===== src/hw/rtl/calt_pkg.sv =====
package calt_pkg;

	localparam int unsigned CHAN_W = 8;
	localparam int unsigned LEN_W  = 8;

	typedef logic [CHAN_W-1:0] chan_t;
	typedef logic [LEN_W-1:0]  len_t;

	typedef struct packed {
		chan_t r;
		chan_t g;
		chan_t b;
	} color_t;

	localparam logic [1:0] REG_ARM_LIMIT       = 2'd0;
	localparam logic [1:0] REG_LONG_ARM_START  = 2'd1;
	localparam logic [1:0] REG_COLOR_THRESHOLD = 2'd2;
	localparam logic [1:0] REG_TIGHT_THRESHOLD = 2'd3;

	localparam len_t ARM_LIMIT_RST       = 8'd34;
	localparam len_t LONG_ARM_START_RST  = 8'd17;
	localparam chan_t COLOR_THRESHOLD_RST = 8'd20;
	localparam chan_t TIGHT_THRESHOLD_RST = 8'd6;

endpackage


===== src/hw/rtl/calt_color_dist.sv =====
module calt_color_dist
	import calt_pkg::*;
(
	input  color_t a,
	input  color_t b,
	output chan_t  max_gap
);

	chan_t gap_r;
	chan_t gap_g;
	chan_t gap_b;
	chan_t max_rg;

	assign gap_r   = (a.r > b.r) ? a.r - b.r : b.r - a.r;
	assign gap_g   = (a.g > b.g) ? a.g - b.g : b.g - a.g;
	assign gap_b   = (a.b > b.b) ? a.b - b.b : b.b - a.b;
	assign max_rg  = (gap_g > gap_r) ? gap_g : gap_r;
	assign max_gap = (gap_b > max_rg) ? gap_b : max_rg;

endmodule


===== src/hw/rtl/cross_arm_length_tracker_unit.sv =====
// Cross-arm length tracker for adaptive support aggregation.
// Input channel (in_valid/in_stall) carries one pixel per transfer. A pixel
// with is_center set opens a new arm; the following pixels walk outward.
// Output channel (out_valid/out_stall) carries one arm_length per ended arm.
// An arm ends on a color break against the center or the previous pixel,
// on the tight threshold past long_arm_start, at the length limit, or at
// a border pixel. Pixels that arrive while no arm is open are dropped.
// Each pixel is held in an input register, evaluated combinationally
// against the stored center and previous colors, and the result lands
// in an output register that drives out_valid and arm_length. One pixel
// is accepted every cycle while in_stall is low.
// When out_stall is high the output register holds its result; pixels
// that produce no result keep flowing, and a pixel that would produce a
// result waits in the input register, which then raises in_stall.
// Reset clears all control state, loads the register defaults and leaves
// the tracker waiting for a center. Configuration writes are expected only
// while the tracker is idle.
module cross_arm_length_tracker_unit
	import calt_pkg::*;
#(
	parameter int unsigned MAX_ARM = 255
) (
	input  logic       clk,
	input  logic       arst_n,
	input  logic       cfg_write,
	input  logic [1:0] cfg_index,
	input  logic [7:0] cfg_data,
	input  logic       in_valid,
	output logic       in_stall,
	input  logic       is_center,
	input  logic [7:0] red,
	input  logic [7:0] green,
	input  logic [7:0] blue,
	input  logic       at_border,
	output logic       out_valid,
	input  logic       out_stall,
	output logic [7:0] arm_length
);

	len_t   arm_limit_q;
	len_t   long_arm_start_q;
	chan_t  color_threshold_q;
	chan_t  tight_threshold_q;

	logic   valid_s1;
	logic   center_s1;
	color_t color_s1;
	logic   border_s1;

	color_t center_color_q;
	color_t prev_color_q;
	len_t   len_q;
	logic   arm_done_q;

	logic   out_valid_q;
	len_t   arm_length_q;

	len_t   limit;
	chan_t  dist_center;
	chan_t  dist_prev;
	logic [LEN_W:0] len_inc;
	logic   reject;
	logic   reach_end;
	logic   res_s1;
	len_t   res_len;
	logic   advance;
	logic   fire_s1;
	logic   in_fire;

	always_ff @(posedge clk or negedge arst_n) begin
		if (!arst_n) begin
			arm_limit_q       <= ARM_LIMIT_RST;
			long_arm_start_q  <= LONG_ARM_START_RST;
			color_threshold_q <= COLOR_THRESHOLD_RST;
			tight_threshold_q <= TIGHT_THRESHOLD_RST;
		end else if (cfg_write) begin
			unique case (cfg_index)
				REG_ARM_LIMIT:       arm_limit_q       <= cfg_data;
				REG_LONG_ARM_START:  long_arm_start_q  <= cfg_data;
				REG_COLOR_THRESHOLD: color_threshold_q <= cfg_data;
				REG_TIGHT_THRESHOLD: tight_threshold_q <= cfg_data;
				default: ;
			endcase
		end
	end

	assign limit = (arm_limit_q < len_t'(MAX_ARM)) ? arm_limit_q : len_t'(MAX_ARM);

	calt_color_dist u_dist_center (
		.a       (color_s1),
		.b       (center_color_q),
		.max_gap (dist_center)
	);

	calt_color_dist u_dist_prev (
		.a       (color_s1),
		.b       (prev_color_q),
		.max_gap (dist_prev)
	);

	assign len_inc = {1'b0, len_q} + {{LEN_W{1'b0}}, 1'b1};

	always_comb begin
		reject = (dist_center >= color_threshold_q)
			|| ((len_q != '0) && (dist_prev >= color_threshold_q))
			|| ((len_inc > {1'b0, long_arm_start_q}) && (dist_center >= tight_threshold_q));
		reach_end = (len_inc[LEN_W-1:0] >= limit) || border_s1;
		res_s1  = 1'b0;
		res_len = len_q;
		if (center_s1) begin
			res_s1  = (limit == '0) || border_s1;
			res_len = '0;
		end else if (!arm_done_q) begin
			if (reject) begin
				res_s1  = 1'b1;
				res_len = len_q;
			end else begin
				res_s1  = reach_end;
				res_len = len_inc[LEN_W-1:0];
			end
		end
	end

	assign advance  = !res_s1 || !out_valid_q || !out_stall;
	assign fire_s1  = valid_s1 && advance;
	assign in_stall = valid_s1 && !advance;
	assign in_fire  = in_valid && !in_stall;

	always_ff @(posedge clk or negedge arst_n) begin
		if (!arst_n) begin
			valid_s1 <= 1'b0;
		end else if (in_fire) begin
			valid_s1 <= 1'b1;
		end else if (fire_s1) begin
			valid_s1 <= 1'b0;
		end
	end

	always_ff @(posedge clk) begin
		if (in_fire) begin
			center_s1 <= is_center;
			color_s1  <= '{r: red, g: green, b: blue};
			border_s1 <= at_border;
		end
	end

	always_ff @(posedge clk or negedge arst_n) begin
		if (!arst_n) begin
			center_color_q <= '0;
			prev_color_q   <= '0;
			len_q          <= '0;
			arm_done_q     <= 1'b1;
		end else if (fire_s1) begin
			if (center_s1) begin
				center_color_q <= color_s1;
				prev_color_q   <= color_s1;
				len_q          <= '0;
				arm_done_q     <= (limit == '0) || border_s1;
			end else if (!arm_done_q) begin
				if (!reject) begin
					len_q        <= len_inc[LEN_W-1:0];
					prev_color_q <= color_s1;
				end
				if (res_s1) begin
					arm_done_q <= 1'b1;
				end
			end
		end
	end

	always_ff @(posedge clk or negedge arst_n) begin
		if (!arst_n) begin
			out_valid_q <= 1'b0;
		end else if (fire_s1 && res_s1) begin
			out_valid_q <= 1'b1;
		end else if (!out_stall) begin
			out_valid_q <= 1'b0;
		end
	end

	always_ff @(posedge clk) begin
		if (fire_s1 && res_s1) begin
			arm_length_q <= res_len;
		end
	end

	assign out_valid  = out_valid_q;
	assign arm_length = arm_length_q;

	// A held result is never overwritten by a new one.
	assert property (@(posedge clk) disable iff (!arst_n)
		(out_valid_q && out_stall) |-> !(fire_s1 && res_s1))
		else $error("result register overwritten while stalled");

	// Every result closes the arm.
	assert property (@(posedge clk) disable iff (!arst_n)
		(fire_s1 && res_s1) |=> arm_done_q)
		else $error("arm still open after its result");

	// A pixel outside an open arm never yields a result.
	assert property (@(posedge clk) disable iff (!arst_n)
		(valid_s1 && !center_s1 && arm_done_q) |-> !res_s1)
		else $error("result from a pixel outside an arm");

	// The arm grows by at most one pixel per transfer.
	assert property (@(posedge clk) disable iff (!arst_n)
		(fire_s1 && !center_s1) |=>
		((len_q == $past(len_q)) || (len_q == len_t'($past(len_q) + 8'd1))))
		else $error("arm length jumped");

	// A center always restarts the length count.
	assert property (@(posedge clk) disable iff (!arst_n)
		(fire_s1 && center_s1) |=> (len_q == '0))
		else $error("length not cleared by center");

endmodule


===== config.mk =====
export PLATFORM = sky130hd
export DESIGN_NAME = cross_arm_length_tracker_unit
export DESIGN_NICKNAME = d
export VERILOG_FILES = /design/src/hw/rtl/calt_pkg.sv /design/src/hw/rtl/calt_color_dist.sv /design/src/hw/rtl/cross_arm_length_tracker_unit.sv
export SDC_FILE = /design/constraint.sdc
export NUM_CORES = 1
export LEC_CHECK = 0
export BUFFER_PORTS_ARGS = -buffer_cell sky130_fd_sc_hd__buf_2
export CORE_MARGIN = 1.5
export CORE_UTILIZATION = 29
export CTS_CLUSTER_DIAMETER = 100
export DETAILED_ROUTE_END_ITERATION = 8
export PLACE_DENSITY = 0.4
export SYNTH_ARGS = -nofsm -noshare
export SYNTH_HDL_FRONTEND = slang
export SYNTH_SLANG_ARGS = --single-unit
export TNS_END_PERCENT = 50

===== constraint.sdc =====
create_clock -name clk -period 27.5 [get_ports clk]
set_clock_uncertainty 0.2 [all_clocks]
set_input_delay 4.125 -clock clk [delete_from_list [all_inputs] [get_ports clk]]
set_output_delay 4.125 -clock clk [all_outputs]
set_load 0.02 [all_outputs]

==> impl_metrics.toml, run 1 <==
[clock_tree]
cts_resized = 0
root_buffer = "clkbuf_16"
cts_buffers = 17
clk_path_buf_depth = 2
clk_latency_ps = 450
clkSlewWorstSetupHoldPaths_ps = 60
clkSinkCount = 125
cts_setup_buffers = 0
htree_levels = 4
hold_buffers = 0
cts_tree = "built"

[cells_and_area]
final_common_cell = "ha_1"
final_nets = 1372
drive_above_1_share_pct = 14.1
regArea_sq_um = 3310
final_cell_mix = "ha_1 (164), inv_1 (155), dfrtp_1 (82)"
syn_to_final_growth_pct = 12.8
nFillCells = 3786
antenna_cells = 0
multiInputGateArea_sq_um = 6680

[floorplanning]
die_y_microns = 195
die-area_sq_um = 38000
rows = 70
fp.coreArea_sq_um = 36400
ios = 51
start_util_pct = 29.3
die_w_microns = 195

[placement]
hpwl_microns = 22100
numPortBuffers = 50
place_congestion = 0.853

[yosys]
synth_cells = 1105
synth_nets = 1322
async_flop_share_pct = 72.8
yosys_register_bits = 125
synth-main-ff-cell = "dfrtp_1"
yosys_warnings = 0
ys_seq_area_share_pct = 31.0
synth-edff-count = 34
synth_area_sq_um = 10700
ys_types = 74
syn_area_per_cell_sq_um = 9.67

[detailed_routing]
vias = 7831
routed_via_density = 4.79
dr.first_iter.drc_count = 442
totalWireLength_microns = 27800
ant_nets = 0
drc = 0
firstDrtPassIters = 4
wl_per_cell_microns = 17.0

[timing]
period_minus_slack_ps = 13260
max_freq_ghz = 0.0754
hold_viol_final = 0
drv_slew = 0
max_slew_margin_pct = 38.7
post-route-period-util_pct = 48.2
setup_viol = 0
rsz0062_at_grt = "no"
tns_ps = 0
worstMarginPinSlew_ps = 914
whs_ps = 295

[global_route]
grt_pass1_wl_microns = 45800
track_usage_pct = 15.4
antenna_found_initial = 0
grt_pass1_vias = 8163
gr-total-overflow = 0
grt_max_degree = 60

[worst_setup_path]
cp_slowest_stage_delay_ps = 720
crit_required_ps = 23170
cp_slowest_cell = "o31ai_1"
cp.arrival_ps = 8940
crit_fanout = 12
cp-start-kind = "flop"
worst-setup-path-type = "reg2out"
crit_path_end_kind = "output port"

[hold_path]
min_path_type = "reg2reg"

[flow_run]
maxCapViolCount = 0

[status]
status = "finished clean"
## synth_stat cells (7+ instances only)
| library cell | number | area, sq um |
|---|---|---|
| a211o_1 | 7 | 61.3 |
| a211oi_1 | 10 | 75.1 |
| a21o_1 | 38 | 285 |
| a21oi_1 | 66 | 330 |
| a31oi_1 | 10 | 62.6 |
| and3_1 | 11 | 68.8 |
| buf_2 | 7 | 35.0 |
| clkbuf_1 | 13 | 48.8 |
| dfrtp_1 | 82 | 2050 |
| dfstp_2 | 9 | 236 |
| edfxtp_1 | 34 | 1020 |
| fa_1 | 12 | 240 |
| ha_1 | 164 | 2050 |
| inv_1 | 155 | 582 |
| mux2_2 | 53 | 597 |
| mux2i_1 | 65 | 651 |
| nand2_1 | 69 | 259 |
| nand2b_1 | 8 | 50.1 |
| nand3_1 | 18 | 90.1 |
| nand4_1 | 11 | 68.8 |
| nor2_1 | 37 | 139 |
| nor2b_1 | 13 | 81.3 |
| nor3_1 | 7 | 35.0 |
| o21ai_0 | 60 | 300 |
| xnor2_1 | 24 | 210 |
| xor2_1 | 19 | 166 |
## logic make-up (layout without fill, tap and decap cells)
logic type	count (synthesis)	in the layout	synth area share, %
buffers and inverters	181	244	6.68
muxes	123	123	12.2
AOI/OAI and AO/OA	258	258	16.0
adders and majority gates	176	176	21.4
and+or+nand+nor	199	199	9.15
DFF	125	125	31.0
xor gates and xnor gates	43	43	3.52
## worst max-delay path, delay by kind of cell (launching register included)
family,cells,cell delay (ps)
XOR/XNOR,1,240
adder cells (fa/ha/maj),5,1440
multiplexers,2,760
buffers and inverters,5,700
flip-flops,1,420
AND/OR/NAND/NOR,5,870
AO/OA/AOI/OAI,13,4080
## area by class of cell
cell class,instances,share of cell area [%]
tap,468,4.86
multi-input combinational,799,55.4
clock buffer,17,3.53
timing repair buffer,57,2.53
clock inverter,15,1.37
sequential,125,27.5
inverter,155,4.83
## final timing paths
kind / startpoint / slack [ps] / depth (start not counted) / to
min in group asynchronous: arst_n / 3440 / 1 / prev_color_q[9]$_DFFE_PN0P_
hold reg to reg: prev_color_q[7]$_DFFE_PN0P_ / 300 / 1 / prev_color_q[7]$_DFFE_PN0P_
setup / recovery: color_s1[8]$_DFFE_PP_ / 14240 / 31 / in_stall
max in group asynchronous: arst_n / 22420 / 2 / len_q[1]$_DFFE_PN0P_
hold / removal: prev_color_q[7]$_DFFE_PN0P_ / 300 / 1 / prev_color_q[7]$_DFFE_PN0P_
setup reg to reg: color_s1[8]$_DFFE_PP_ / 17790 / 32 / prev_color_q[23]$_DFFE_PN0P_
## per-stage QoR
stage	setup slack, ps	instance area (sq um)	util [%]	instances
after floorplan	15890	10700	-	1105
after global placement	14830	11500	31.5	1604
after detailed placement	14730	11500	31.5	1604
after CTS	14220	12100	33.1	1636
after global routing	13510	12100	33.1	1636
final	14240	12100	33.1	1636
## routing by layer
metal,track usage [%],up-vias,routed length [microns]
met3,2.66,16,549
met5,0,-,0
li1,-,4017,-
met1,21.1,3736,14100
met2,25.3,62,12800
met4,3.90,0,295
## state kept, by name (all words and copies together) (netlist names)
signal,cells
border_s1,1
arm_limit_q,8
color_threshold_q,8
tight_threshold_q,8
long_arm_start_q,8
arm_length,8
len_q,8
color_s1,24
valid_s1,1
arm_done_q,1
out_valid,1
center_color_q,24
prev_color_q,24
center_s1,1
Power of run 1 is left out: the tool's default activity adds up to more than one toggle a clock period on the data nets, which glitch-free logic cannot reach.
==> run 2, diff against run 1 <==
- PLACE_DENSITY: 0.4 -> 0.41
- clock period: 27.5 -> 11.8 ns (I/O delays scaled with it)
==> run 2 against run 1 <==
Compared with the run above:
- non-clock buffer count grew 2
- worst hold slack lost 6.7 ps
- core utilization is essentially flat
- die area is the same
- final area is essentially flat
- register-to-register slack lost 16000 ps
- via count grew 1.7%
- critical path type unchanged
- largest cell class unchanged
==> impl_metrics.toml, run 2 (synthesis gave the netlist of run 1 again) <==
[cells_and_area]
final_util_pct = 33.1
final_common_cell = "ha_1"
final_cell_mix = "ha_1 (164), inv_1 (155), dfrtp_1 (82)"
nFillCells = 3790
syn_to_final_growth_pct = 12.7
final_cell_area_sq_um = 12000
antenna_cells = 0
final_nets = 1374
top_regs = "center_color_q x24, color_s1 x24, prev_color_q x24"
drive_above_1_share_pct = 14.3
stdcell_count = 1638

[worst_setup_path]
crit_path_end = "in_stall"
reg2regPathDepth = 32
timing.rr.start = "color_s1[8]$_DFFE_PP_"
cp_num_cells = 33
startpoint = "color_s1[8]$_DFFE_PP_"
r2r-end = "prev_color_q[1]$_DFFE_PN0P_"
crit_fanout = 12
crit_buf_inv = 6
cp-start-kind = "flop"
cp_slowest_cell = "o41ai_4"
cp_slowest_stage_delay_ps = 690
crit_path_end_kind = "output port"
crit_required_ps = 9830
path_delay_family = "compound AO/OA/AOI/OAI gates"
cp.arrival_ps = 8980
worst-setup-path-type = "reg2out"
r2r_slack_ps = 1860

[global_route]
antenna_found_initial = 0
gr-total-overflow = 0
grt_pass1_vias = 8374
grt_pass1_wl_microns = 46400
track_usage_pct = 15.7
grt_max_degree = 56

[detailed_routing]
drc = 0
totalWireLength_microns = 28000
routed_via_density = 4.86
wl_per_cell_microns = 17.1
ant_nets = 0
firstDrtPassIters = 4
dr.first_iter.drc_count = 371
vias = 7961

[placement]
numPortBuffers = 50
dp.cells = 1606
post_dp_cell_area_sq_um = 11500
hpwl_microns = 22200
place_congestion = 0.815

[flow_run]
maxCapViolCount = 0

[timing]
hold_viol_final = 0
tns_ps = 0
post-route-period-util_pct = 92.8
drv_slew = 0
rsz0062_at_grt = "no"
worstMarginPinSlew_ps = 1030
max_freq_ghz = 0.0914
period_minus_slack_ps = 10950
setup_viol = 0
max_slew_margin_pct = 31.0

[floorplanning]
die-area_sq_um = 38000
fp.coreArea_sq_um = 36400
rows = 70
die_y_microns = 195
die_w_microns = 195
start_util_pct = 29.3
ios = 51

[clock_tree]
cts_tree = "built"
cts_resized = 0
root_buffer = "clkbuf_16"
clkSlewWorstSetupHoldPaths_ps = 60
cts_buffers = 17
cts_setup_buffers = 0
clkSinkCount = 125
clk_path_buf_depth = 2
clk_latency_ps = 440
htree_levels = 4
hold_buffers = 0

[status]
status = "finished clean"

[hold_path]
min_path_type = "reg2reg"
## run 2: cell types whose count changed in the layout (fill, tap and decap cells not counted), sizes merged
cell    delta
bufinv     -1
clkinv     +2
clkbuf     +1
inv        -2
buf        +2
## run 2: worst min-delay path by stage
stage / start / endpoint / slack (ps) / cells after the start
floorplan: prev_color_q[15]$_DFFE_PN0P_ / prev_color_q[15]$_DFFE_PN0P_ / 260 / 1
global placement: prev_color_q[23]$_DFFE_PN0P_ / prev_color_q[23]$_DFFE_PN0P_ / 270 / 1
detailed placement: prev_color_q[7]$_DFFE_PN0P_ / prev_color_q[7]$_DFFE_PN0P_ / 280 / 1
CTS: prev_color_q[7]$_DFFE_PN0P_ / prev_color_q[7]$_DFFE_PN0P_ / 290 / 1
global route: prev_color_q[7]$_DFFE_PN0P_ / prev_color_q[7]$_DFFE_PN0P_ / 300 / 1
finish: prev_color_q[7]$_DFFE_PN0P_ / prev_color_q[7]$_DFFE_PN0P_ / 290 / 1
## run 2: cell type report
class / instances / area [sq um] / area share, %
multi-input cells: 799 / 6680 / 55.5
clock inverters: 14 / 119 / 0.986
inverters: 155 / 582 / 4.83
well taps: 468 / 586 / 4.86
clock buffers: 18 / 450 / 3.74
repair buffers: 59 / 320 / 2.66
flip-flops and latches: 125 / 3310 / 27.5
## run 2: per-layer routing
layer	up-vias	share of wire [%]	GRT usage (%)	wire length, microns
met3	33	2.1	2.68	599
met4	0	2.7	6.43	745
met1	3832	50	21.0	13900
li1	4020	-	-	-
met5	-	0	0	0
met2	76	46	25.2	12800
## run 2: through the flow
stage | hold slack, ps | setup WS, ps
final | 289 | 855
after global routing | 298 | 82.4
after CTS | 290 | 854
after detailed placement | 276 | 1360
after global placement | 272 | 1560
after floorplan | 258 | 2550
Power of run 2 is left out for the same reason.
